--- config.mk ---
export PLATFORM = sky130hd
export DESIGN_NAME = tcw_ctrl
export DESIGN_NICKNAME = d
export VERILOG_FILES = /design/src/sv/tcw_pkg.sv /design/src/sv/tcw_ctrl.sv
export SDC_FILE = /design/constraint.sdc
export NUM_CORES = 1
export LEC_CHECK = 0
export BUFFER_PORTS_ARGS = -buffer_cell sky130_fd_sc_hd__buf_2
export CAP_MARGIN = 20
export CORE_MARGIN = 8
export CORE_UTILIZATION = 45
export DETAILED_ROUTE_END_ITERATION = 8
export PLACE_DENSITY = 0.68
export SLEW_MARGIN = 15
export SYNTH_ARGS = -nofsm -noshare
export SYNTH_HDL_FRONTEND = slang
export SYNTH_SLANG_ARGS = --single-unit
--- constraint.sdc ---
create_clock -name clk -period 7 [get_ports clk]
set_input_delay 0.35 -clock clk [delete_from_list [all_inputs] [get_ports clk]]
set_output_delay 0.35 -clock clk [all_outputs]
set_load 0.01 [all_outputs]
--- src/sv/tcw_pkg.sv ---
`timescale 1ns / 1ps

package tcw_pkg;

  // Operation codes of an input transaction.
  localparam logic [1:0] OP_PUT   = 2'd0;
  localparam logic [1:0] OP_READ  = 2'd1;
  localparam logic [1:0] OP_CLEAR = 2'd2;
  localparam logic [1:0] OP_NONE  = 2'd3;

  // Configuration register indexes.
  localparam logic [1:0] REG_FG   = 2'd0;
  localparam logic [1:0] REG_BG   = 2'd1;
  localparam logic [1:0] REG_COLS = 2'd2;
  localparam logic [1:0] REG_ROWS = 2'd3;

  // Control characters and cell values.
  localparam logic [7:0]  CH_NEWLINE   = 8'd10;
  localparam logic [7:0]  CH_RETURN    = 8'd13;
  localparam logic [7:0]  CH_BACKSPACE = 8'd8;
  localparam logic [7:0]  CH_SPACE     = 8'd32;
  localparam logic [15:0] RESET_CELL   = 16'h0F00;

  // Reset values of the configuration registers.
  localparam logic [3:0] FG_RESET   = 4'd15;
  localparam logic [3:0] BG_RESET   = 4'd0;
  localparam logic [7:0] COLS_RESET = 8'd80;
  localparam logic [6:0] ROWS_RESET = 7'd25;

  // Sequencer states.
  typedef enum logic [2:0] {
    ST_INIT,
    ST_IDLE,
    ST_EXEC,
    ST_SCR_RD,
    ST_SCR_WR,
    ST_FILL,
    ST_DONE
  } state_t;

  // Configuration register file as seen by the sequencer.
  typedef struct packed {
    logic [3:0] fg;
    logic [3:0] bg;
    logic [7:0] cols;
    logic [6:0] rows;
  } cfg_t;

  // One result transaction.
  typedef struct packed {
    logic [15:0] cell_data;
    logic [6:0]  cursor_column;
    logic [5:0]  cursor_line;
    logic        scrolled;
  } res_t;

endpackage

--- src/sv/tcw_ctrl.sv ---
`timescale 1ns / 1ps

module tcw_ctrl #(
  parameter int MAX_COLUMNS = 128,
  parameter int MAX_ROWS    = 64,
  localparam int AW = $clog2(MAX_COLUMNS) + $clog2(MAX_ROWS)
) (
  input  logic          clk,
  input  logic          rst_n,
  input  tcw_pkg::cfg_t cfg,
  input  logic          in_valid,
  output logic          in_ready,
  input  logic [1:0]    in_op,
  input  logic [7:0]    in_char_code,
  input  logic [6:0]    in_read_col,
  input  logic [5:0]    in_read_row,
  output logic          out_valid,
  input  logic          out_ready,
  output tcw_pkg::res_t out_res,
  output logic          mem_we,
  output logic [AW-1:0] mem_waddr,
  output logic [15:0]   mem_wdata,
  output logic [AW-1:0] mem_raddr,
  input  logic [15:0]   mem_rdata
);
  import tcw_pkg::*;

  localparam int CIW = $clog2(MAX_COLUMNS);
  localparam int RIW = $clog2(MAX_ROWS);
  localparam int CW  = $clog2(MAX_COLUMNS + 1);
  localparam int RW  = $clog2(MAX_ROWS + 1);

  state_t        state_r, state_nxt;
  logic [CW-1:0] cursor_col_r, cursor_col_nxt;
  logic [RW-1:0] cursor_row_r, cursor_row_nxt;
  logic [1:0]    op_r, op_nxt;
  logic [7:0]    char_r, char_nxt;
  logic          rd_ok_r, rd_ok_nxt;
  logic [CW-1:0] walk_col_r, walk_col_nxt;
  logic [RW-1:0] walk_row_r, walk_row_nxt;
  logic [15:0]   fill_data_r, fill_data_nxt;
  logic [AW-1:0] init_addr_r, init_addr_nxt;
  logic [15:0]   pend_cell_r, pend_cell_nxt;
  logic          pend_scr_r, pend_scr_nxt;
  logic          out_valid_r, out_valid_nxt;
  res_t          out_res_r, out_res_nxt;

  logic [CW-1:0] cols_c;
  logic [RW-1:0] rows_c;
  logic [7:0]    attr;
  logic          fin;
  logic          slot_free;
  logic          out_load;
  logic [31:0]   rcol_ext, rrow_ext, col_ext, row_ext;
  logic          rd_ok_in;

  logic [CW-1:0] col_a, put_col, put_wcol;
  logic [RW-1:0] row_a, put_row;
  logic          put_we, put_scroll;
  logic [15:0]   put_wdata;

  function automatic logic [AW-1:0] cell_addr(input logic [RW-1:0] row,
                                              input logic [CW-1:0] col);
    cell_addr = {row[RIW-1:0], col[CIW-1:0]};
  endfunction

  // Active size, clamped to the store.
  always_comb begin
    if (cfg.cols == 8'd0) begin
      cols_c = CW'(1);
    end else if (int'(cfg.cols) > MAX_COLUMNS) begin
      cols_c = CW'(MAX_COLUMNS);
    end else begin
      cols_c = CW'(cfg.cols);
    end
    if (cfg.rows == 7'd0) begin
      rows_c = RW'(1);
    end else if (int'(cfg.rows) > MAX_ROWS) begin
      rows_c = RW'(MAX_ROWS);
    end else begin
      rows_c = RW'(cfg.rows);
    end
  end

  assign attr = {cfg.bg, cfg.fg};

  // Read address straight from the input so the data is back in the execute cycle.
  assign rcol_ext = 32'(in_read_col);
  assign rrow_ext = 32'(in_read_row);
  assign rd_ok_in = (int'(in_read_col) < MAX_COLUMNS) && (int'(in_read_row) < MAX_ROWS);

  // Cursor movement and cell write for a put. The cursor always lies inside the
  // store, so the written cell needs no range check.
  always_comb begin
    col_a     = cursor_col_r;
    row_a     = cursor_row_r;
    put_we    = 1'b0;
    put_wcol  = cursor_col_r;
    put_wdata = {attr, char_r};
    priority if (char_r == CH_NEWLINE) begin
      col_a = '0;
      row_a = cursor_row_r + RW'(1);
    end else if (char_r == CH_RETURN) begin
      col_a = '0;
    end else if (char_r == CH_BACKSPACE) begin
      if (cursor_col_r != '0) begin
        col_a     = cursor_col_r - CW'(1);
        put_we    = 1'b1;
        put_wcol  = cursor_col_r - CW'(1);
        put_wdata = {attr, CH_SPACE};
      end
    end else if (cursor_col_r < cols_c) begin
      put_we = 1'b1;
      col_a  = cursor_col_r + CW'(1);
    end
    if (col_a >= cols_c) begin
      put_col = '0;
      put_row = row_a + RW'(1);
    end else begin
      put_col = col_a;
      put_row = row_a;
    end
    put_scroll = (put_row >= rows_c);
  end

  assign slot_free = !out_valid_r || out_ready;

  // Sequencer: one memory access per cycle, walking the grid for scroll and clear.
  always_comb begin
    state_nxt      = state_r;
    cursor_col_nxt = cursor_col_r;
    cursor_row_nxt = cursor_row_r;
    op_nxt         = op_r;
    char_nxt       = char_r;
    rd_ok_nxt      = rd_ok_r;
    walk_col_nxt   = walk_col_r;
    walk_row_nxt   = walk_row_r;
    fill_data_nxt  = fill_data_r;
    init_addr_nxt  = init_addr_r;
    pend_cell_nxt  = pend_cell_r;
    pend_scr_nxt   = pend_scr_r;
    mem_we         = 1'b0;
    mem_waddr      = cell_addr(walk_row_r, walk_col_r);
    mem_wdata      = fill_data_r;
    mem_raddr      = {rrow_ext[RIW-1:0], rcol_ext[CIW-1:0]};
    in_ready       = 1'b0;
    fin            = 1'b0;
    unique case (state_r)
      ST_INIT: begin
        mem_we        = 1'b1;
        mem_waddr     = init_addr_r;
        mem_wdata     = RESET_CELL;
        init_addr_nxt = init_addr_r + AW'(1);
        if (&init_addr_r) begin
          state_nxt = ST_IDLE;
        end
      end
      ST_IDLE: begin
        in_ready = 1'b1;
        if (in_valid) begin
          op_nxt    = in_op;
          char_nxt  = in_char_code;
          rd_ok_nxt = rd_ok_in;
          state_nxt = ST_EXEC;
        end
      end
      ST_EXEC: begin
        pend_cell_nxt = '0;
        pend_scr_nxt  = 1'b0;
        unique case (op_r)
          OP_PUT: begin
            mem_we         = put_we;
            mem_waddr      = cell_addr(cursor_row_r, put_wcol);
            mem_wdata      = put_wdata;
            cursor_col_nxt = put_col;
            if (put_scroll) begin
              cursor_row_nxt = rows_c - RW'(1);
              pend_scr_nxt   = 1'b1;
              walk_col_nxt   = '0;
              walk_row_nxt   = '0;
              fill_data_nxt  = RESET_CELL;
              state_nxt      = (rows_c == RW'(1)) ? ST_FILL : ST_SCR_RD;
            end else begin
              cursor_row_nxt = put_row;
              fin            = 1'b1;
            end
          end
          OP_READ: begin
            pend_cell_nxt = rd_ok_r ? mem_rdata : '0;
            fin           = 1'b1;
          end
          OP_CLEAR: begin
            cursor_col_nxt = '0;
            cursor_row_nxt = '0;
            walk_col_nxt   = '0;
            walk_row_nxt   = '0;
            fill_data_nxt  = {attr, CH_SPACE};
            state_nxt      = ST_FILL;
          end
          OP_NONE: begin
            fin = 1'b1;
          end
          default: begin
            fin = 1'b1;
          end
        endcase
      end
      ST_SCR_RD: begin
        mem_raddr = cell_addr(walk_row_r + RW'(1), walk_col_r);
        state_nxt = ST_SCR_WR;
      end
      ST_SCR_WR: begin
        mem_we    = 1'b1;
        mem_wdata = mem_rdata;
        state_nxt = ST_SCR_RD;
        if (walk_col_r == cols_c - CW'(1)) begin
          walk_col_nxt = '0;
          walk_row_nxt = walk_row_r + RW'(1);
          if (walk_row_r + RW'(1) == rows_c - RW'(1)) begin
            state_nxt = ST_FILL;
          end
        end else begin
          walk_col_nxt = walk_col_r + CW'(1);
        end
      end
      ST_FILL: begin
        mem_we = 1'b1;
        if (walk_col_r == cols_c - CW'(1)) begin
          walk_col_nxt = '0;
          if (walk_row_r == rows_c - RW'(1)) begin
            fin = 1'b1;
          end else begin
            walk_row_nxt = walk_row_r + RW'(1);
          end
        end else begin
          walk_col_nxt = walk_col_r + CW'(1);
        end
      end
      ST_DONE: begin
        if (slot_free) begin
          state_nxt = ST_IDLE;
        end
      end
      default: begin
        state_nxt = ST_IDLE;
      end
    endcase
    if (fin) begin
      state_nxt = slot_free ? ST_IDLE : ST_DONE;
    end
  end

  // Output register: loads when an item finishes and the slot is free.
  assign col_ext = 32'(cursor_col_nxt);
  assign row_ext = 32'(cursor_row_nxt);

  always_comb begin
    out_load      = (fin || state_r == ST_DONE) && slot_free;
    out_valid_nxt = out_load || (out_valid_r && !out_ready);
    out_res_nxt   = out_res_r;
    if (out_load) begin
      out_res_nxt.cell_data     = pend_cell_nxt;
      out_res_nxt.cursor_column = col_ext[6:0];
      out_res_nxt.cursor_line   = row_ext[5:0];
      out_res_nxt.scrolled      = pend_scr_nxt;
    end
  end

  // State registers.
  always_ff @(posedge clk) begin
    if (!rst_n) begin
      state_r      <= ST_INIT;
      cursor_col_r <= '0;
      cursor_row_r <= '0;
      init_addr_r  <= '0;
      out_valid_r  <= 1'b0;
    end else begin
      state_r      <= state_nxt;
      cursor_col_r <= cursor_col_nxt;
      cursor_row_r <= cursor_row_nxt;
      init_addr_r  <= init_addr_nxt;
      out_valid_r  <= out_valid_nxt;
    end
  end

  // Payload registers.
  always_ff @(posedge clk) begin
    op_r        <= op_nxt;
    char_r      <= char_nxt;
    rd_ok_r     <= rd_ok_nxt;
    walk_col_r  <= walk_col_nxt;
    walk_row_r  <= walk_row_nxt;
    fill_data_r <= fill_data_nxt;
    pend_cell_r <= pend_cell_nxt;
    pend_scr_r  <= pend_scr_nxt;
    out_res_r   <= out_res_nxt;
  end

  assign out_valid = out_valid_r;
  assign out_res   = out_res_r;

  // The clearing pass never reports a result.
  a_init_quiet: assert property (@(posedge clk) disable iff (!rst_n)
    (state_r == ST_INIT) |-> !out_valid_r)
    else $error("result presented during clearing pass");

  // The store is only written while an item or the clearing pass is in work.
  a_no_idle_write: assert property (@(posedge clk) disable iff (!rst_n)
    mem_we |-> (state_r != ST_IDLE && state_r != ST_DONE))
    else $error("cell store written while idle");

  // The cursor never leaves the store.
  a_cursor_in_store: assert property (@(posedge clk) disable iff (!rst_n)
    (cursor_col_r < CW'(MAX_COLUMNS)) && (cursor_row_r < RW'(MAX_ROWS)))
    else $error("cursor outside the cell store");

  // An accepted transaction is executed in the next cycle.
  a_accept_exec: assert property (@(posedge clk) disable iff (!rst_n)
    (in_valid && in_ready) |=> (state_r == ST_EXEC))
    else $error("accepted transaction not executed");

endmodule
==> results of run 1 <==
==> repair_timing <==
| action | 4_1_cts | 5_1_grt |
|---|---|---|
| hold buffers | 0 | 0 |
| setup endpoints to repair | 0 | 48 |
| resized for setup | 0 | 4 |
==> state kept, by name, indices dropped and copies added, names as in the netlist <==
register	flops
out_res	30
walk_col_r	8
fill_data_r	9
init_addr_r	13
walk_row_r	7
cursor_col_r	8
out_valid	1
char_r	8
op_r	2
pend_scr_r	1
cursor_row_r	7
pend_cell_r	16
state_r	3
==> where the power goes <==
part / switching (W) / internal [W] / leakage (nW)
clock network: 0.000335 / 0.000537 / 0.284
logic: 0.000224 / 0.000150 / 2.33
registers: 0.0000344 / 0.000784 / 0.958
==> worst max path at each step <==
stage,startpoint,endpoint,slack (ps),cells past startpoint
after floorplan,cursor_col_r[0]$_SDFF_PN0_,out_res[0]$_DFFE_PP_,330,27
after global placement,cfg[14],out_res[10]$_DFFE_PP_,490,29
after detailed placement,cursor_col_r[0]$_SDFF_PN0_,out_res[8]$_DFFE_PP_,320,26
after CTS,cursor_col_r[0]$_SDFF_PN0_,out_res[14]$_DFFE_PP_,290,26
after global routing,cursor_col_r[0]$_SDFF_PN0_,out_res[4]$_DFFE_PP_,-6,26
final,cursor_col_r[0]$_SDFF_PN0_,out_res[2]$_DFFE_PP_,450,26
==> critical path: cells and delay by family (launching register included) <==
kind                     cells  cell delay, ps
AND/OR/NAND/NOR             10            2270
XOR/XNOR                     1             160
flip-flops                   1             380
AO/OA/AOI/OAI               10            2210
adder cells (fa/ha/maj)      3             850
buffers and inverters        2             360
==> synthesized netlist by cell type (11+ instances only) <==
cell and instances:
sky130_fd_sc_hd__nand2_1 111, sky130_fd_sc_hd__and2_1 25, sky130_fd_sc_hd__xnor2_1 31, sky130_fd_sc_hd__nand3_1 23, sky130_fd_sc_hd__and3_1 12, sky130_fd_sc_hd__edfxtp_1 64, sky130_fd_sc_hd__clkbuf_1 36, sky130_fd_sc_hd__a21oi_1 31
sky130_fd_sc_hd__o21ai_0 61, sky130_fd_sc_hd__ha_1 32, sky130_fd_sc_hd__nor3_1 17, sky130_fd_sc_hd__inv_1 22, sky130_fd_sc_hd__nor2_1 47, sky130_fd_sc_hd__xor2_1 22, sky130_fd_sc_hd__or3_1 11, sky130_fd_sc_hd__nand2b_1 15
sky130_fd_sc_hd__dfxtp_1 49, sky130_fd_sc_hd__a22o_1 11
==> area by class of cell <==
| class | instances | area [um^2] | share of cell area (%) |
|---|---|---|---|
| sequential | 113 | 2900 | 33.6 |
| clock buffer | 18 | 439 | 5.09 |
| tap | 216 | 270 | 3.13 |
| multi-input combinational | 614 | 3990 | 46.2 |
| clock inverter | 14 | 154 | 1.78 |
| timing repair buffer | 150 | 788 | 9.14 |
| inverter | 23 | 86.3 | 1.00 |
==> per-layer routing <==
layer / wire, um / track usage [%] / up-vias
li1: - / - / 3178
met1: 9400 / 27.7 / 3100
met2: 9470 / 32.7 / 279
met3: 1920 / 5.70 / 32
met4: 350 / 7.10 / 2
met5: 13 / 0 / -
==> placed cells by master (no fill, tap or decap), types with 9 or more instances in the layout <==
cell                        instances
sky130_fd_sc_hd__mux2_2             9
sky130_fd_sc_hd__buf_2            140
sky130_fd_sc_hd__nor3_1            15
sky130_fd_sc_hd__inv_1             22
sky130_fd_sc_hd__edfxtp_1          64
sky130_fd_sc_hd__xnor2_1           31
sky130_fd_sc_hd__nand4_1           10
sky130_fd_sc_hd__o21ai_0           61
sky130_fd_sc_hd__or3_1             11
sky130_fd_sc_hd__nand2_1          111
sky130_fd_sc_hd__and3_1            12
sky130_fd_sc_hd__buf_4              9
sky130_fd_sc_hd__dfxtp_1           49
sky130_fd_sc_hd__nor2_1            45
sky130_fd_sc_hd__a22o_1            11
sky130_fd_sc_hd__and2_1            25
sky130_fd_sc_hd__nand2b_1          14
sky130_fd_sc_hd__a21oi_1           31
sky130_fd_sc_hd__ha_1              32
sky130_fd_sc_hd__nor4_1             9
sky130_fd_sc_hd__xor2_1            22
sky130_fd_sc_hd__nand3_1           23
sky130_fd_sc_hd__a22oi_1           10
sky130_fd_sc_hd__clkbuf_16         17
==> logic make-up after synthesis <==
| family | count (synthesis) | share of synthesized area (%) |
|---|---|---|
| flops | 113 | 40.4 |
| xor+xnor | 53 | 6.46 |
| fa+ha+maj | 32 | 5.57 |
| compound gates | 196 | 18.6 |
| mux | 14 | 2.11 |
| buf+inv | 69 | 4.44 |
| simple gates | 319 | 22.4 |
==> through the flow <==
step	setup WS, ps	TNS [ps]	util [%]	instance area, um^2
floorplan	329	0	-	7190
global placement	488	0	50.9	8020
detailed placement	322	0	50.9	8020
CTS	285	0	54.6	8610
global route	-6.30	-38.8	54.7	8630
finish	455	0	54.7	8630
==> metrics.yaml, run 1 <==
routing:
  firstDrtPassIters: 8
  drt_iter0_drc: 594
  final_antenna_net_count: 0
  post-route-drc-count: 0
  vias: 6591
  vias_per_std_cell: 5.74
  totalWireLength_um: 21200
  post_drt_wl_per_cell_um: 18.4
sta:
  skew_ps: 11.1
  hold_viol: 0
  drv_slew: 0
  achievable-frequency_mhz: 153
  worstMarginPinSlew_ps: 1030
  worst_slew_margin_rel_pct: 31.1
  finalHoldWorstSlack_ps: 97.4
  finalWorstPathRequiredPeriod_ps: 6550
  finalSetupViolCount: 0
  layout_worst_path_cycle_share_pct: 93.5
clock_network:
  post_cts_buffers: 0
  clock_latency_ps: 430
  cts.clk_slew.worst_paths_ps: 60
  cts_tree: "yes"
  cts_inserted_buffers: 17
  cts_root_buf: "sky130_fd_sc_hd__clkbuf_16"
  cts.htree.levels: 4
  cts_num_sinks: 113
  clock_path_buffers: 2
placement:
  inst_count_dp: 1116
  gp_congestion: 0.962
  detailedPlacementHpwl_um: 15700
  port_buffers: 140
worst_hold_path:
  hold_start: "in_char_code[6]"
  hold-path-endpoint: "char_r[6]$_DFFE_PP_"
  class_of_the_tightest_hold_or_removal_check: "in -> reg"
  hold_path_depth: 1
power:
  power.density_cell_area_nw_per_um2: 239
  vdd_ir_drop_max_mv: 0.168
  power.total_w: 0.00206
  p_leak_nw: 3.57
synthesis:
  post_synthesis_cell_area_um2: 7180
  synth_nets: 894
  synth.ff_latch_count: 113
  postSynthAreaPerCell_um2: 9.03
  synthesis.instances: 796
  synth_top_area_share_pct: 26.8
  synth_top_cells_by_area: "sky130_fd_sc_hd__edfxtp_1 27%, sky130_fd_sc_hd__dfxtp_1 14%, sky130_fd_sc_hd__nand2_1 5.8%, sky130_fd_sc_hd__ha_1 5.6%, sky130_fd_sc_hd__o21ai_0 4.2%"
  ys_seq_area_share_pct: 40.4
  yosysWarnings: 0
  ys_dominant_reg_cell: "sky130_fd_sc_hd__edfxtp_1"
  synthDistinctLibCells: 81
  synth_enable_flop_cells: 64
  synth-async-reset-ratio_pct: 0
  synth_top_cell_by_area: "sky130_fd_sc_hd__edfxtp_1"
layout:
  antenna-diode-count: 0
  final-instance-count-excl-fill: 1148
  final.fill_count: 1458
  post_synthesis_to_final_layout_area_growth_pct: 20.1
  final_nets: 1017
  drive_above_1_share_pct: 23.3
setup_path:
  critPathArrivalTime_ps: 6660
  worst-path-max-fanout: 30
  beginning_of_the_worst_register_to_register_path: "cursor_col_r[0]$_SDFF_PN0_"
  worst_flop_to_flop_path_endpoint: "out_res[2]$_DFFE_PP_"
  worstSetupPathType: "reg -> reg"
  critical_path.startpoint_type: "register"
  r2r_cells: 26
  endpoint_kind: "register"
  cp_slowest_stage_delay_ps: 530
  crit_slowest_cell: "sky130_fd_sc_hd__or3b_2"
  worst_ep_required_time_ps: 7110
  r2r_setup_slack_ps: 450
floorplan:
  die-area_um2: 20300
  top_level_port_count: 141
  initial_utilization_pct: 45.6
  die_h_um: 142
  core.rowCount: 46
  fp.coreArea_um2: 15800
  die_w_um: 142
global_routing:
  first_global_vias: 6195
  grt_antenna_before_repair: 1
  grt_overflow_total: 0
  grt.total_usage_pct: 21.0
  global_route_wire_length_before_repair_um: 33100
  grt_start_max_net_pins: 37
run_status:
  status: "finished clean"
job:
  timing.max_cap.violations: 0
Power figures use the tool's default switching activity.
==> run 2: changes to the inputs <==
Settings changed: CORE_UTILIZATION 45 to 50, PLACE_DENSITY 0.68 to 0.71.
Clock period 7 ns to 7.37 ns, I/O delays scaled along.
==> run 2 against run 1 <==
Effect of this change: fmax decreased by 2.9%; global-route usage is 1.4 points higher; clock skew down 1.0 ps; final cell count down 2.7%; clock power is 9.5% lower; combinational power decreased by 5.4%; sequential power is 4.9% lower; clock-buffer cell count unchanged; highest routed layer is now met4; largest cell class unchanged; utilization rose by 5.3 points; register-to-register slack improved by 170 ps.
==> metrics.yaml, run 2 (same netlist as run 1, synthesis figures left out) <==
sta:
  skew_ps: 10.1
  finalSetupViolCount: 0
  hold_viol: 0
  rsz0062_at_grt: "false"
  worstMarginPinSlew_ps: 882
  worst_slew_margin_rel_pct: 40.9
  finalWorstPathRequiredPeriod_ps: 6740
  tns_ps: 0
  achievable-frequency_mhz: 148
  finalHoldWorstSlack_ps: 144
  drv_slew: 0
  layout_worst_path_cycle_share_pct: 91.5
setup_path:
  critical_path.startpoint_type: "register"
  worst_ep_required_time_ps: 7480
  endpoint_kind: "register"
  worstSetupPathType: "reg -> reg"
  critPathArrivalTime_ps: 6850
  worst-path-max-fanout: 30
power:
  comb_power_share_pct: 18.4
  vdd_ir_drop_max_mv: 0.149
  power.total_w: 0.00192
  clock_power_share_pct: 41.1
  p_leak_nw: 3.56
  switching_share_pct: 29.0
  share_of_power_burned_in_registers_pct: 40.5
  power.density_cell_area_nw_per_um2: 224
  netSwitchingPower_w: 0.000556
  internal-power_w: 0.00136
routing:
  drt_iter0_drc: 518
  firstDrtPassIters: 7
  totalWireLength_um: 20900
  post-route-drc-count: 0
  vias_per_std_cell: 5.89
  vias: 6584
  final_antenna_net_count: 0
  post_drt_wl_per_cell_um: 18.7
placement:
  gp_congestion: 0.929
  inst_count_dp: 1085
  port_buffers: 140
  detailedPlacementHpwl_um: 15600
clock_network:
  cts.clk_slew.worst_paths_ps: 50
  cts_hold_buf: 0
  post_cts_buffers: 0
  cts_inserted_buffers: 17
  cts.htree.levels: 4
  cts_num_sinks: 113
  cts_root_buf: "sky130_fd_sc_hd__clkbuf_16"
  clock_path_buffers: 2
  cts_tree: "yes"
  clock_latency_ps: 420
  postCtsResizedCells: 0
layout:
  final_nets: 1018
  final_common_cell: "sky130_fd_sc_hd__buf_2"
  largest_register_ff_count: 30
  post_synthesis_to_final_layout_area_growth_pct: 19.2
  drive_above_1_share_pct: 23.2
  antenna-diode-count: 0
  final-instance-count-excl-fill: 1117
  layout.cells.most_common_list: "140 x sky130_fd_sc_hd__buf_2, 111 x sky130_fd_sc_hd__nand2_1, 64 x sky130_fd_sc_hd__edfxtp_1, 61 x sky130_fd_sc_hd__o21ai_0, 49 x sky130_fd_sc_hd__dfxtp_1"
global_routing:
  grt.total_usage_pct: 22.5
  first_global_vias: 6134
  global_route_wire_length_before_repair_um: 32500
  grt_overflow_total: 0
  grt_start_max_net_pins: 37
  grt_antenna_before_repair: 0
floorplan:
  die_h_um: 136
  initial_utilization_pct: 50.4
  die_w_um: 136
  core.rowCount: 44
  top_level_port_count: 141
  die-area_um2: 18500
  fp.coreArea_um2: 14300
job:
  timing.max_cap.violations: 0
run_status:
  status: "finished clean"
worst_hold_path:
  class_of_the_tightest_hold_or_removal_check: "in -> reg"
-- run 2: cell types whose count changed in the layout (fill, tap and decap cells not counted) --
cell and change:
sky130_fd_sc_hd__buf_4 +1, sky130_fd_sc_hd__inv_8 +1, sky130_fd_sc_hd__nor3_1 +1, sky130_fd_sc_hd__o21a_2 -1, sky130_fd_sc_hd__bufinv_16 -1, sky130_fd_sc_hd__nor3_2 -1
sky130_fd_sc_hd__nand2b_2 +1, sky130_fd_sc_hd__nand2b_4 -1, sky130_fd_sc_hd__o21a_1 +1, sky130_fd_sc_hd__inv_6 -1, sky130_fd_sc_hd__clkinv_2 +1
-- run 2: layout make-up --
class                   instances  area (um^2)
repair buffers                151          796
flip-flops and latches        113         2900
inverters                      23         86.3
clock buffers                  18          439
clock inverters                14          131
well taps                     184          230
multi-input cells             614         3980
fillers                      1263         5700
-- run 2: path summary, 6_finish.rpt --
path,from,to,slack [ps],cells after the start
setup / recovery,cursor_col_r[0]$_SDFF_PN0_,out_res[17]$_DFFE_PP_,630,26
setup reg to reg,cursor_col_r[0]$_SDFF_PN0_,out_res[17]$_DFFE_PP_,630,26
hold reg to reg,pend_cell_r[3]$_DFF_P_,pend_cell_r[3]$_DFF_P_,460,2
hold / removal,in_char_code[2],char_r[2]$_DFFE_PP_,140,1
-- run 2: power groups by stage --
stage	Combinational [W]	Clock [W]	Sequential [W]
finish	0.000353	0.000788	0.000778
global route	0.000395	0.000819	0.000784
CTS	0.000352	0.000794	0.000777
detailed placement	0.000349	0	0.000789
global placement	0.000345	0	0.000787
floorplan	0.000233	0	0.000776
-- run 2: metrics by stage --
step | area (um^2) | setup WS (ps) | utilization (%)
2_1_floorplan | 7180 | 205 | -
3_3_place_gp | 7990 | 716 | 56.0
3_5_place_dp | 7990 | 590 | 56.0
4_1_cts | 8560 | 582 | 60.0
5_1_grt | 8560 | 100 | 60.0
6_report | 8560 | 627 | 60.0
-- run 2: worst max-delay path, cell delays in order (launching register included) --
cell and delay, ps:
sky130_fd_sc_hd__dfxtp_1 380, sky130_fd_sc_hd__inv_1 140, sky130_fd_sc_hd__ha_1 210, sky130_fd_sc_hd__or3b_2 540, sky130_fd_sc_hd__or3_1 410, sky130_fd_sc_hd__nor3_1 320, sky130_fd_sc_hd__nand2b_2 350, sky130_fd_sc_hd__nor2_1 80
sky130_fd_sc_hd__a311oi_1 300, sky130_fd_sc_hd__nor2_1 100, sky130_fd_sc_hd__ha_1 310, sky130_fd_sc_hd__a2111o_1 360, sky130_fd_sc_hd__a31oi_1 180, sky130_fd_sc_hd__o21a_1 250, sky130_fd_sc_hd__a211o_1 220, sky130_fd_sc_hd__nor3_1 100
sky130_fd_sc_hd__xnor2_1 150, sky130_fd_sc_hd__ha_1 310, sky130_fd_sc_hd__and3_1 200, sky130_fd_sc_hd__a221o_1 290, sky130_fd_sc_hd__a31o_2 320, sky130_fd_sc_hd__nor2_1 190, sky130_fd_sc_hd__o21bai_1 120, sky130_fd_sc_hd__o21ai_2 100
sky130_fd_sc_hd__a21oi_1 100, sky130_fd_sc_hd__nor2_2 170, sky130_fd_sc_hd__buf_12 230
-- run 2: per-layer routing --
layer / vias up / global-route usage, % / wire, um
met3: 27 / 5.10 / 2020
li1: 3172 / - / -
met4: 0 / 7.14 / 344
met1: 3063 / 30.8 / 9450
met2: 322 / 34.4 / 9060
met5: - / 0 / 0
